`config.mk`:
```
export PLATFORM = sky130hd
export DESIGN_NAME = key_value_table_with_expiry
export DESIGN_NICKNAME = d
export VERILOG_FILES = /design/src/sv/kvt_pkg.sv /design/src/sv/key_value_table_with_expiry.sv /design/src/sv/kvt_alu.sv /design/src/sv/kvt_mem.sv
export SDC_FILE = /design/constraint.sdc
export NUM_CORES = 2
export LEC_CHECK = 0
export ABC_AREA = 1
export BUFFER_PORTS_ARGS = -buffer_cell sky130_fd_sc_hd__buf_2
export CAP_MARGIN = 20
export CORE_UTILIZATION = 45
export CTS_CLUSTER_DIAMETER = 100
export DETAILED_ROUTE_END_ITERATION = 10
export PLACE_DENSITY_LB_ADDON = 0.15
export SLEW_MARGIN = 15
export SYNTH_ARGS = -nofsm -noshare
export SYNTH_HDL_FRONTEND = slang
export SYNTH_SLANG_ARGS = --single-unit
export TNS_END_PERCENT = 5
```
`constraint.sdc`:
```
create_clock -name clock -period 20.2 [get_ports clock]
set_input_delay 3.03 -clock clock [delete_from_list [all_inputs] [get_ports clock]]
set_output_delay 3.03 -clock clock [all_outputs]
set_load 0.1 [all_outputs]
```
`src/sv/kvt_pkg.sv`:
```
// ----------------------------------------------------------------------------
// Key/value table package
// Sizes, entry layout, operation and sequencer codes shared by the table.
// ----------------------------------------------------------------------------
`timescale 1ns / 1ps

package kvt_pkg;

   localparam int TABLE_DEPTH     = 16;
   localparam int KEY_BITS        = 64;
   localparam int VALUE_BITS      = 64;

   localparam int OP_BITS         = 3;
   localparam int KEY_PORT_BITS   = 64;
   localparam int VALUE_PORT_BITS = 64;
   localparam int LIFE_BITS       = 32;
   localparam int EXP_BITS        = 48;
   localparam int TL_BITS         = EXP_BITS + 1;

   localparam int ADDR_BITS  = (TABLE_DEPTH > 1) ? $clog2(TABLE_DEPTH) : 1;
   localparam int COUNT_BITS = $clog2(TABLE_DEPTH + 1);
   localparam int OPND_BITS  = (KEY_BITS > EXP_BITS) ? KEY_BITS : EXP_BITS;

   localparam logic [EXP_BITS-1:0]       EXP_MAX      = '1;
   localparam logic signed [TL_BITS-1:0] TL_NO_EXPIRY = -1;
   localparam logic signed [TL_BITS-1:0] TL_ABSENT    = -2;

   typedef enum logic [OP_BITS-1:0] {
      OP_SET     = 3'd0,
      OP_SET_TTL = 3'd1,
      OP_GET     = 3'd2,
      OP_DELETE  = 3'd3,
      OP_EXISTS  = 3'd4,
      OP_EXPIRE  = 3'd5,
      OP_TTL     = 3'd6,
      OP_FLUSH   = 3'd7
   } op_type;

   typedef enum logic [1:0] {
      ALU_EXPIRED,
      ALU_KEY_EQ,
      ALU_ADD_SAT,
      ALU_SUB
   } alu_op_type;

   typedef enum logic [3:0] {
      ST_IDLE,
      ST_PURGE_RD,
      ST_PURGE_CHK,
      ST_FIND_RD,
      ST_FIND_CHK,
      ST_EXEC,
      ST_CALC,
      ST_SHIFT_RD,
      ST_SHIFT_WR,
      ST_RESP
   } state_type;

   typedef struct packed {
      logic [KEY_BITS-1:0]   key;
      logic [VALUE_BITS-1:0] value;
      logic [EXP_BITS-1:0]   expiry;
   } entry_type;

   typedef struct packed {
      alu_op_type           op;
      logic [OPND_BITS-1:0] lhs;
      logic [OPND_BITS-1:0] rhs;
   } alu_req_type;

   typedef struct packed {
      logic               flag;
      logic [TL_BITS-1:0] res;
   } alu_rsp_type;

   typedef struct packed {
      logic                 en;
      logic [ADDR_BITS-1:0] addr;
      entry_type            data;
   } mem_wr_type;

   typedef struct packed {
      logic                 en;
      logic [ADDR_BITS-1:0] addr;
   } mem_rd_type;

endpackage

```
`src/sv/key_value_table_with_expiry.sv`:
```
// ----------------------------------------------------------------------------
// Key/value table with expiry
// Compacted table of key, value and expiry entries driven by one sequencer.
// ----------------------------------------------------------------------------
// Raise start while busy is low to hand in a command. busy stays high through
// the single result beat. That beat appears on the rsp_ ports for exactly one
// cycle with rsp_valid high and cannot be held off, so the receiver must take
// it then. Every command first sweeps the n live entries and drops expired
// ones. Every command but a flush then searches for the key, one read and one
// compare per entry probed. A delete closes the gap by moving the entries
// after the hit down. A timed set, an expire of a present key or a ttl query
// on a key with an expiry also passes through the calc step on the shared
// unit. The search and the move together cover at most the m entries left
// after the sweep. After the result beat the block returns to idle, where it
// takes the next start. The command time is set by the single read port of
// the entry store and its registered read, shared with one compare unit.
// ----------------------------------------------------------------------------
`timescale 1ns / 1ps

module key_value_table_with_expiry (
   input  logic                                       clock,
   input  logic                                       reset,
   input  logic                                       start,
   output logic                                       busy,
   input  logic [kvt_pkg::OP_BITS-1:0]                req_operation,
   input  logic [kvt_pkg::KEY_PORT_BITS-1:0]          req_lookup_key,
   input  logic [kvt_pkg::VALUE_PORT_BITS-1:0]        req_new_value,
   input  logic signed [kvt_pkg::LIFE_BITS-1:0]       req_lifetime_seconds,
   input  logic [kvt_pkg::EXP_BITS-1:0]               req_now_seconds,
   output logic                                       rsp_valid,
   output logic                                       rsp_status,
   output logic [kvt_pkg::VALUE_PORT_BITS-1:0]        rsp_read_value,
   output logic signed [kvt_pkg::TL_BITS-1:0]         rsp_time_left
);
   import kvt_pkg::*;

   state_type               state_ff, state_in;
   op_type                  op_ff, op_in;
   logic [KEY_BITS-1:0]     key_ff, key_in;
   logic [VALUE_BITS-1:0]   value_ff, value_in;
   logic [LIFE_BITS-1:0]    life_ff, life_in;
   logic [EXP_BITS-1:0]     now_ff, now_in;
   logic [COUNT_BITS-1:0]   count_ff, count_in;
   logic [COUNT_BITS-1:0]   scan_ff, scan_in;
   logic [COUNT_BITS-1:0]   fill_ff, fill_in;
   logic                    found_ff, found_in;
   entry_type               hit_ff, hit_in;
   logic                    status_ff, status_in;
   logic [VALUE_BITS-1:0]   rval_ff, rval_in;
   logic [TL_BITS-1:0]      tleft_ff, tleft_in;

   logic [COUNT_BITS-1:0]   scan_next;
   logic                    at_end;
   logic                    shift_end;
   logic                    table_full;
   logic                    ins_en;
   logic [ADDR_BITS-1:0]    ins_addr;

   mem_wr_type              mem_wr;
   mem_rd_type              mem_rd;
   entry_type               rd_entry;
   alu_req_type             alu_req;
   alu_rsp_type             alu_rsp;

   kvt_mem u_mem (
      .clock    (clock),
      .mem_wr   (mem_wr),
      .mem_rd   (mem_rd),
      .rd_entry (rd_entry)
   );

   kvt_alu u_alu (
      .alu_req (alu_req),
      .alu_rsp (alu_rsp)
   );

   assign scan_next  = scan_ff + 1'b1;
   assign at_end     = (scan_ff == count_ff);
   assign shift_end  = (scan_next >= count_ff);
   assign table_full = (count_ff == COUNT_BITS'(TABLE_DEPTH));
   assign ins_en     = found_ff || !table_full;
   assign ins_addr   = found_ff ? scan_ff[ADDR_BITS-1:0] : count_ff[ADDR_BITS-1:0];

   // next state
   always_comb begin
      state_in = state_ff;
      case (state_ff)
         ST_IDLE: begin
            if (start) begin
               state_in = ST_PURGE_RD;
            end
         end
         ST_PURGE_RD: begin
            if (at_end) begin
               state_in = (op_ff == OP_FLUSH) ? ST_RESP : ST_FIND_RD;
            end else begin
               state_in = ST_PURGE_CHK;
            end
         end
         ST_PURGE_CHK: state_in = ST_PURGE_RD;
         ST_FIND_RD: state_in = at_end ? ST_EXEC : ST_FIND_CHK;
         ST_FIND_CHK: state_in = alu_rsp.flag ? ST_EXEC : ST_FIND_RD;
         ST_EXEC: begin
            case (op_ff)
               OP_SET_TTL: state_in = ST_CALC;
               OP_EXPIRE:  state_in = found_ff ? ST_CALC : ST_RESP;
               OP_DELETE:  state_in = found_ff ? ST_SHIFT_RD : ST_RESP;
               OP_TTL: begin
                  state_in = (found_ff && (hit_ff.expiry != '0)) ? ST_CALC : ST_RESP;
               end
               default: state_in = ST_RESP;
            endcase
         end
         ST_CALC: state_in = ST_RESP;
         ST_SHIFT_RD: state_in = shift_end ? ST_RESP : ST_SHIFT_WR;
         ST_SHIFT_WR: state_in = ST_SHIFT_RD;
         ST_RESP: state_in = ST_IDLE;
         default: state_in = ST_IDLE;
      endcase
   end

   // shared unit operands
   always_comb begin
      alu_req.op  = ALU_KEY_EQ;
      alu_req.lhs = OPND_BITS'(rd_entry.key);
      alu_req.rhs = OPND_BITS'(key_ff);

      case (state_ff)
         ST_PURGE_CHK: begin
            alu_req.op  = ALU_EXPIRED;
            alu_req.lhs = OPND_BITS'(rd_entry.expiry);
            alu_req.rhs = OPND_BITS'(now_ff);
         end
         ST_CALC: begin
            if (op_ff == OP_TTL) begin
               alu_req.op  = ALU_SUB;
               alu_req.lhs = OPND_BITS'(hit_ff.expiry);
               alu_req.rhs = OPND_BITS'(now_ff);
            end else begin
               alu_req.op  = ALU_ADD_SAT;
               alu_req.lhs = OPND_BITS'(now_ff);
               alu_req.rhs = OPND_BITS'(life_ff);
            end
         end
         default: begin
            alu_req.op = ALU_KEY_EQ;
         end
      endcase
   end

   // store ports, handshake
   always_comb begin
      busy      = (state_ff != ST_IDLE);
      rsp_valid = (state_ff == ST_RESP);

      mem_rd.en   = 1'b0;
      mem_rd.addr = scan_ff[ADDR_BITS-1:0];

      mem_wr.en          = 1'b0;
      mem_wr.addr        = ins_addr;
      mem_wr.data.key    = key_ff;
      mem_wr.data.value  = value_ff;
      mem_wr.data.expiry = '0;

      case (state_ff)
         ST_PURGE_RD: begin
            mem_rd.en = !at_end;
         end
         ST_PURGE_CHK: begin
            // keep the survivor, packed down to the fill pointer
            mem_wr.en   = !alu_rsp.flag;
            mem_wr.addr = fill_ff[ADDR_BITS-1:0];
            mem_wr.data = rd_entry;
         end
         ST_FIND_RD: begin
            mem_rd.en = !at_end;
         end
         ST_EXEC: begin
            mem_wr.en = (op_ff == OP_SET) && ins_en;
         end
         ST_CALC: begin
            mem_wr.data.expiry = alu_rsp.res[EXP_BITS-1:0];
            if (op_ff == OP_SET_TTL) begin
               mem_wr.en = ins_en;
            end else if (op_ff == OP_EXPIRE) begin
               mem_wr.en         = 1'b1;
               mem_wr.addr       = scan_ff[ADDR_BITS-1:0];
               mem_wr.data.key   = hit_ff.key;
               mem_wr.data.value = hit_ff.value;
            end
         end
         ST_SHIFT_RD: begin
            mem_rd.en   = !shift_end;
            mem_rd.addr = scan_next[ADDR_BITS-1:0];
         end
         ST_SHIFT_WR: begin
            mem_wr.en   = 1'b1;
            mem_wr.addr = scan_ff[ADDR_BITS-1:0];
            mem_wr.data = rd_entry;
         end
         default: begin
            mem_rd.en = 1'b0;
         end
      endcase
   end

   // datapath next values
   always_comb begin
      op_in     = op_ff;
      key_in    = key_ff;
      value_in  = value_ff;
      life_in   = life_ff;
      now_in    = now_ff;
      count_in  = count_ff;
      scan_in   = scan_ff;
      fill_in   = fill_ff;
      found_in  = found_ff;
      hit_in    = hit_ff;
      status_in = status_ff;
      rval_in   = rval_ff;
      tleft_in  = tleft_ff;

      case (state_ff)
         ST_IDLE: begin
            if (start) begin
               op_in     = op_type'(req_operation);
               key_in    = req_lookup_key[KEY_BITS-1:0];
               value_in  = req_new_value[VALUE_BITS-1:0];
               life_in   = req_lifetime_seconds;
               now_in    = req_now_seconds;
               scan_in   = '0;
               fill_in   = '0;
               found_in  = 1'b0;
               status_in = 1'b0;
               rval_in   = '0;
               tleft_in  = '0;
            end
         end
         ST_PURGE_RD: begin
            if (at_end) begin
               count_in = (op_ff == OP_FLUSH) ? '0 : fill_ff;
               scan_in  = '0;
            end
         end
         ST_PURGE_CHK: begin
            if (!alu_rsp.flag) begin
               fill_in = fill_ff + 1'b1;
            end
            scan_in = scan_next;
         end
         ST_FIND_CHK: begin
            if (alu_rsp.flag) begin
               found_in = 1'b1;
               hit_in   = rd_entry;
            end else begin
               scan_in = scan_next;
            end
         end
         ST_EXEC: begin
            case (op_ff)
               OP_SET: begin
                  if (!found_ff && !table_full) begin
                     count_in = count_ff + 1'b1;
                  end
               end
               OP_GET: begin
                  if (found_ff) begin
                     rval_in = hit_ff.value;
                  end else begin
                     status_in = 1'b1;
                  end
               end
               OP_DELETE, OP_EXISTS, OP_EXPIRE: begin
                  status_in = !found_ff;
               end
               OP_TTL: begin
                  if (!found_ff) begin
                     status_in = 1'b1;
                     tleft_in  = TL_ABSENT;
                  end else if (hit_ff.expiry == '0) begin
                     tleft_in = TL_NO_EXPIRY;
                  end
               end
               default: begin
                  status_in = 1'b0;
               end
            endcase
         end
         ST_CALC: begin
            if (op_ff == OP_TTL) begin
               tleft_in = alu_rsp.res;
            end else if ((op_ff == OP_SET_TTL) && !found_ff && !table_full) begin
               count_in = count_ff + 1'b1;
            end
         end
         ST_SHIFT_RD: begin
            if (shift_end) begin
               count_in = count_ff - 1'b1;
            end
         end
         ST_SHIFT_WR: begin
            scan_in = scan_next;
         end
         default: begin
            scan_in = scan_ff;
         end
      endcase
   end

   always_ff @(posedge clock) begin
      if (reset) begin
         state_ff <= ST_IDLE;
         count_ff <= '0;
      end else begin
         state_ff <= state_in;
         count_ff <= count_in;
      end
   end

   always_ff @(posedge clock) begin
      op_ff     <= op_in;
      key_ff    <= key_in;
      value_ff  <= value_in;
      life_ff   <= life_in;
      now_ff    <= now_in;
      scan_ff   <= scan_in;
      fill_ff   <= fill_in;
      found_ff  <= found_in;
      hit_ff    <= hit_in;
      status_ff <= status_in;
      rval_ff   <= rval_in;
      tleft_ff  <= tleft_in;
   end

   assign rsp_status     = status_ff;
   assign rsp_read_value = VALUE_PORT_BITS'(rval_ff);
   assign rsp_time_left  = tleft_ff;

endmodule

```
`src/sv/kvt_alu.sv`:
```
// ----------------------------------------------------------------------------
// Key/value table shared compare and add unit
// Expiry test, key compare, saturating expiry sum and time-left difference.
// ----------------------------------------------------------------------------
`timescale 1ns / 1ps

module kvt_alu (
   input  kvt_pkg::alu_req_type alu_req,
   output kvt_pkg::alu_rsp_type alu_rsp
);
   import kvt_pkg::*;

   logic [EXP_BITS-1:0]        lhs_time;
   logic [EXP_BITS-1:0]        rhs_time;
   logic signed [EXP_BITS+1:0] sum;
   logic [TL_BITS-1:0]         diff;

   assign lhs_time = alu_req.lhs[EXP_BITS-1:0];
   assign rhs_time = alu_req.rhs[EXP_BITS-1:0];

   // rhs carries the signed lifetime in its low bits
   assign sum = $signed({2'b00, lhs_time})
              + $signed({{(EXP_BITS + 2 - LIFE_BITS){alu_req.rhs[LIFE_BITS-1]}},
                         alu_req.rhs[LIFE_BITS-1:0]});
   assign diff = {1'b0, lhs_time} - {1'b0, rhs_time};

   always_comb begin
      alu_rsp = '0;
      case (alu_req.op)
         ALU_EXPIRED: begin
            alu_rsp.flag = (lhs_time != '0) && (lhs_time <= rhs_time);
         end
         ALU_KEY_EQ: begin
            alu_rsp.flag = (alu_req.lhs == alu_req.rhs);
         end
         ALU_ADD_SAT: begin
            // clamp to 1 .. max so a short lifetime never reads as no expiry
            if (sum[EXP_BITS+1] || (sum == '0)) begin
               alu_rsp.res = TL_BITS'(1);
            end else if (sum[EXP_BITS]) begin
               alu_rsp.res = {1'b0, EXP_MAX};
            end else begin
               alu_rsp.res = {1'b0, sum[EXP_BITS-1:0]};
            end
         end
         ALU_SUB: begin
            alu_rsp.res = diff;
         end
         default: begin
            alu_rsp = '0;
         end
      endcase
   end

endmodule

```
`src/sv/kvt_mem.sv`:
```
// ----------------------------------------------------------------------------
// Key/value table entry store
// One write port and one read port with registered read data.
// ----------------------------------------------------------------------------
`timescale 1ns / 1ps

module kvt_mem (
   input  logic                clock,
   input  kvt_pkg::mem_wr_type mem_wr,
   input  kvt_pkg::mem_rd_type mem_rd,
   output kvt_pkg::entry_type  rd_entry
);
   import kvt_pkg::*;

   entry_type entries_ff [TABLE_DEPTH];
   entry_type rd_entry_ff;

   always_ff @(posedge clock) begin
      if (mem_wr.en) begin
         entries_ff[mem_wr.addr] <= mem_wr.data;
      end
      if (mem_rd.en) begin
         rd_entry_ff <= entries_ff[mem_rd.addr];
      end
   end

   assign rd_entry = rd_entry_ff;

endmodule

```
==> results.md <==
* Outcome: finished clean
* Number of global-route vias before repair at 94700
* Post-CTS Setup Bufs at 0
* Final wirelength at 489000 um
* Fin Clk Skew at 68.5 ps
* Layout fillers at 27600
* WP data required at ~21000 ps
* Post-synth EDFFs at ~3500
* Fin cells at ~17000
* Core region area at 319000 um2
* Starting DRC count in detailed routing at 12000
* Synth Net Count at roughly 12000
* Post-DP HPWL at 298000 um
* Post_cts resized at 0
* Vias after detailed routing at between 90000 and 100k
* Min cycle time layout at 9460 ps
* Critical path fanouts, max at 47
* Endpoints failing hold at 0
* Placement Setup Slack at 10670 ps
* Pwr Density at 119 nW/um2
* ANT nets after route at 0
* Synth Flop Type: edfxtp_1
* Switching Fraction at about a third
* Die Height at 569 um
* Via density at approximately 6
* Fmax at 106 MHz
* Largest area contributor in the netlist: edfxtp_1
* Mean area per synthesized cell at 12.3 um2
* Flops & latches, synth at 3513
* First-pass GRT wire length at 694000 um
* Unrepaired setup endpoints after global routing: no
* Initial antenna violation count at between 40 and 50
* Setup ws final at between 10000 and 15000 ps
* CTS tree: done
* Post-synth cell types at 51
* Max stage delay on crit path at 780 ps
* Slew Viols, Final at 0
* Overflow after GRT at 0
* Pleak at roughly 56 nW
* Hold-fix buffers, CTS at 0
* Largest net degree at the start of global routing at 227
* Most common cell in the netlist: edfxtp_1
* Setup violations, final at 0
* Worst reg2reg setup slack at around 11000 ps
* Max cap viols at 0
* Critical path type: register to register
* Crit end category: register
* Initial core utilization at 45.4%
* HP Class: register to register
* GRT Overall Usage at 29.5%
* CTS clk-pin slew, worst paths at 60 ps
* Sequential-to-total area share from yosys stat at 72.8%
* Die area at 324000 um2
* CP most frequent cell: nand2_1
* Routed len/inst at between 20 and 30 um
* CTS buffer count at 372
* IO buf count at about 330
* Clock share of power at 34.9%
* Critical path launch point type: register
* CTS root buffer: clkbuf_16
* Combinational fraction of design power at 20.7%
* Die Width at 569 um
* Synth top area cells: edfxtp_1 (73%), o21ai_0 (6.1%), nor2_1 (5.2%)
* Int Power at ~13 mW
* Most frequent cells after synthesis: edfxtp_1 (3504), nor2_1 (1996), o21ai_0 (1758)
* Top-area cell type share of the netlist area at 72.6%
* Final core utilization at approximately half
* IO Pins at 330
* Worst path slowest cell: buf_4
* Skew-Pair Late Insertion Delay at around 960 ps
* Final period util at 46.8%
* Post-synth ARST share at 0%
* H-tree depth at 5
* Reg power frac at approximately 45%
* DRC at 0
* Post-Syn Area at between 100000 and 150000 um2
* Yosys warns at 0
* Num Clock Sinks at 3513
* Worst slew margin at 17.9%
* Area grow syn2layout at 13.2%
* Fin Setup TNS at 0 ps
* Placed cell count at ~16000
* GPL Wtd Cong at 1.00
* Layout cells sized above 1 at between 10 and 15%
* Arr. time, crit path at approximately 10000 ps
* Slew @ Worst Pin at 1230 ps
* First-pass DRT Iterations at 7
* Power consumption at 19.5 mW
* Core Rows at 207
* Cells after synthesis at 11700
* Peak supply drop at 77.4 uV
* Nets at about 12000
* Switching Power at 6.15 mW
* Clock tree buffer depth at 4
per-stage QoR:
stage                     area, um2  hold WS [ps]
after CTS                    163000           445
after global placement       151000           430
after detailed placement     151000           432
after global routing         164000           460
final                        164000           446
after floorplan              145000           426
cell type report:
| cell class | count | area [um2] | area share, % |
|---|---|---|---|
| Sequential cell | 3513 | 105000 | 64.3 |
| Timing Repair Buffer | 581 | 3810 | 2.32 |
| Inverter | 752 | 2860 | 1.75 |
| Multi-Input combinational cell | 6747 | 34300 | 20.9 |
| Clock buffer | 465 | 9840 | 6.00 |
| Clock inverter | 212 | 2260 | 1.38 |
| Antenna cell | 28 | 70.1 | 0.0427 |
| Tap cell | 4284 | 5360 | 3.27 |
final timing paths:
check,start,endpoint,cells past startpoint
setup / recovery,op_ff[2]$_DFFE_PP_,u_mem.entries_ff[4][135]$_DFFE_PP_,27
hold reg to reg,u_mem.rd_entry[88]$_DFFE_PP_,hit_ff[88]$_DFFE_PP_,0
setup reg to reg,op_ff[2]$_DFFE_PP_,u_mem.entries_ff[4][135]$_DFFE_PP_,27
hold / removal,u_mem.rd_entry[88]$_DFFE_PP_,hit_ff[88]$_DFFE_PP_,0
metal layers:
metal  wire (um)  track usage, %
met3       39200            4.10
met1      216000            43.8
met5          84               0
met2      219000            44.9
met4       15500            9.22
layout by cell type (no fill, tap or decap), drive strengths merged, types with 8 or more instances in the layout:
cell type,n
o211ai,87
nand2,904
o21ai,1921
xnor2,9
clkinv,150
nand3,294
or2,30
ha,107
a211oi,8
nor2,2003
clkbuf,475
buf,571
nand3b,9
o21a,16
o22ai,679
a21boi,8
dfxtp,9
and3,11
a21oi,209
a31oi,18
nor3,30
diode,28
xor2,22
o21bai,11
bufinv,41
edfxtp,3504
o221ai,298
clkinvlp,13
nand4,33
inv,760
nor4,16
sequential cells by signal, summed over array words and instances (netlist names):
| name | flops |
|---|---|
| count_ff | 5 |
| fill_ff | 5 |
| found_ff | 1 |
| hit_ff | 176 |
| key_ff | 64 |
| life_ff | 32 |
| now_ff | 48 |
| op_ff | 3 |
| rsp_read_value | 64 |
| rsp_status | 1 |
| rsp_time_left | 49 |
| scan_ff | 5 |
| state_ff | 4 |
| u_mem.entries_ff | 2816 |
| u_mem.rd_entry | 176 |
| value_ff | 64 |
worst max-delay path, delay by kind of cell (launching register included):
kind            cells  cell delay [ps]
compound gates      5             1300
flops               1              560
simple gates       15             3380
buf+inv             6             3210
fa+ha+maj           1              390
power groups by stage:
stage / clock, mW / combinational, mW / sequential [mW]
floorplan: 0 / 2.28 / 8.90
global placement: 0 / 3.94 / 8.83
detailed placement: 0 / 3.95 / 8.83
CTS: 6.91 / 3.97 / 8.68
global route: 7.18 / 4.33 / 8.69
finish: 6.81 / 4.04 / 8.69
cells by family (layout without fill, tap and decap cells):
logic type | count (synthesis) | after routing | synth area share (%)
flops | 3513 | 3513 | 72.8
simple gates | 3330 | 3330 | 9.15
compound gates | 3276 | 3276 | 13.0
buf+inv | 1481 | 2010 | 3.96
fa+ha+maj | 110 | 110 | 0.966
xor+xnor | 31 | 31 | 0.187
other cells | 0 | 28 | 0
No activity file was read; power rests on OpenSTA's default activity.
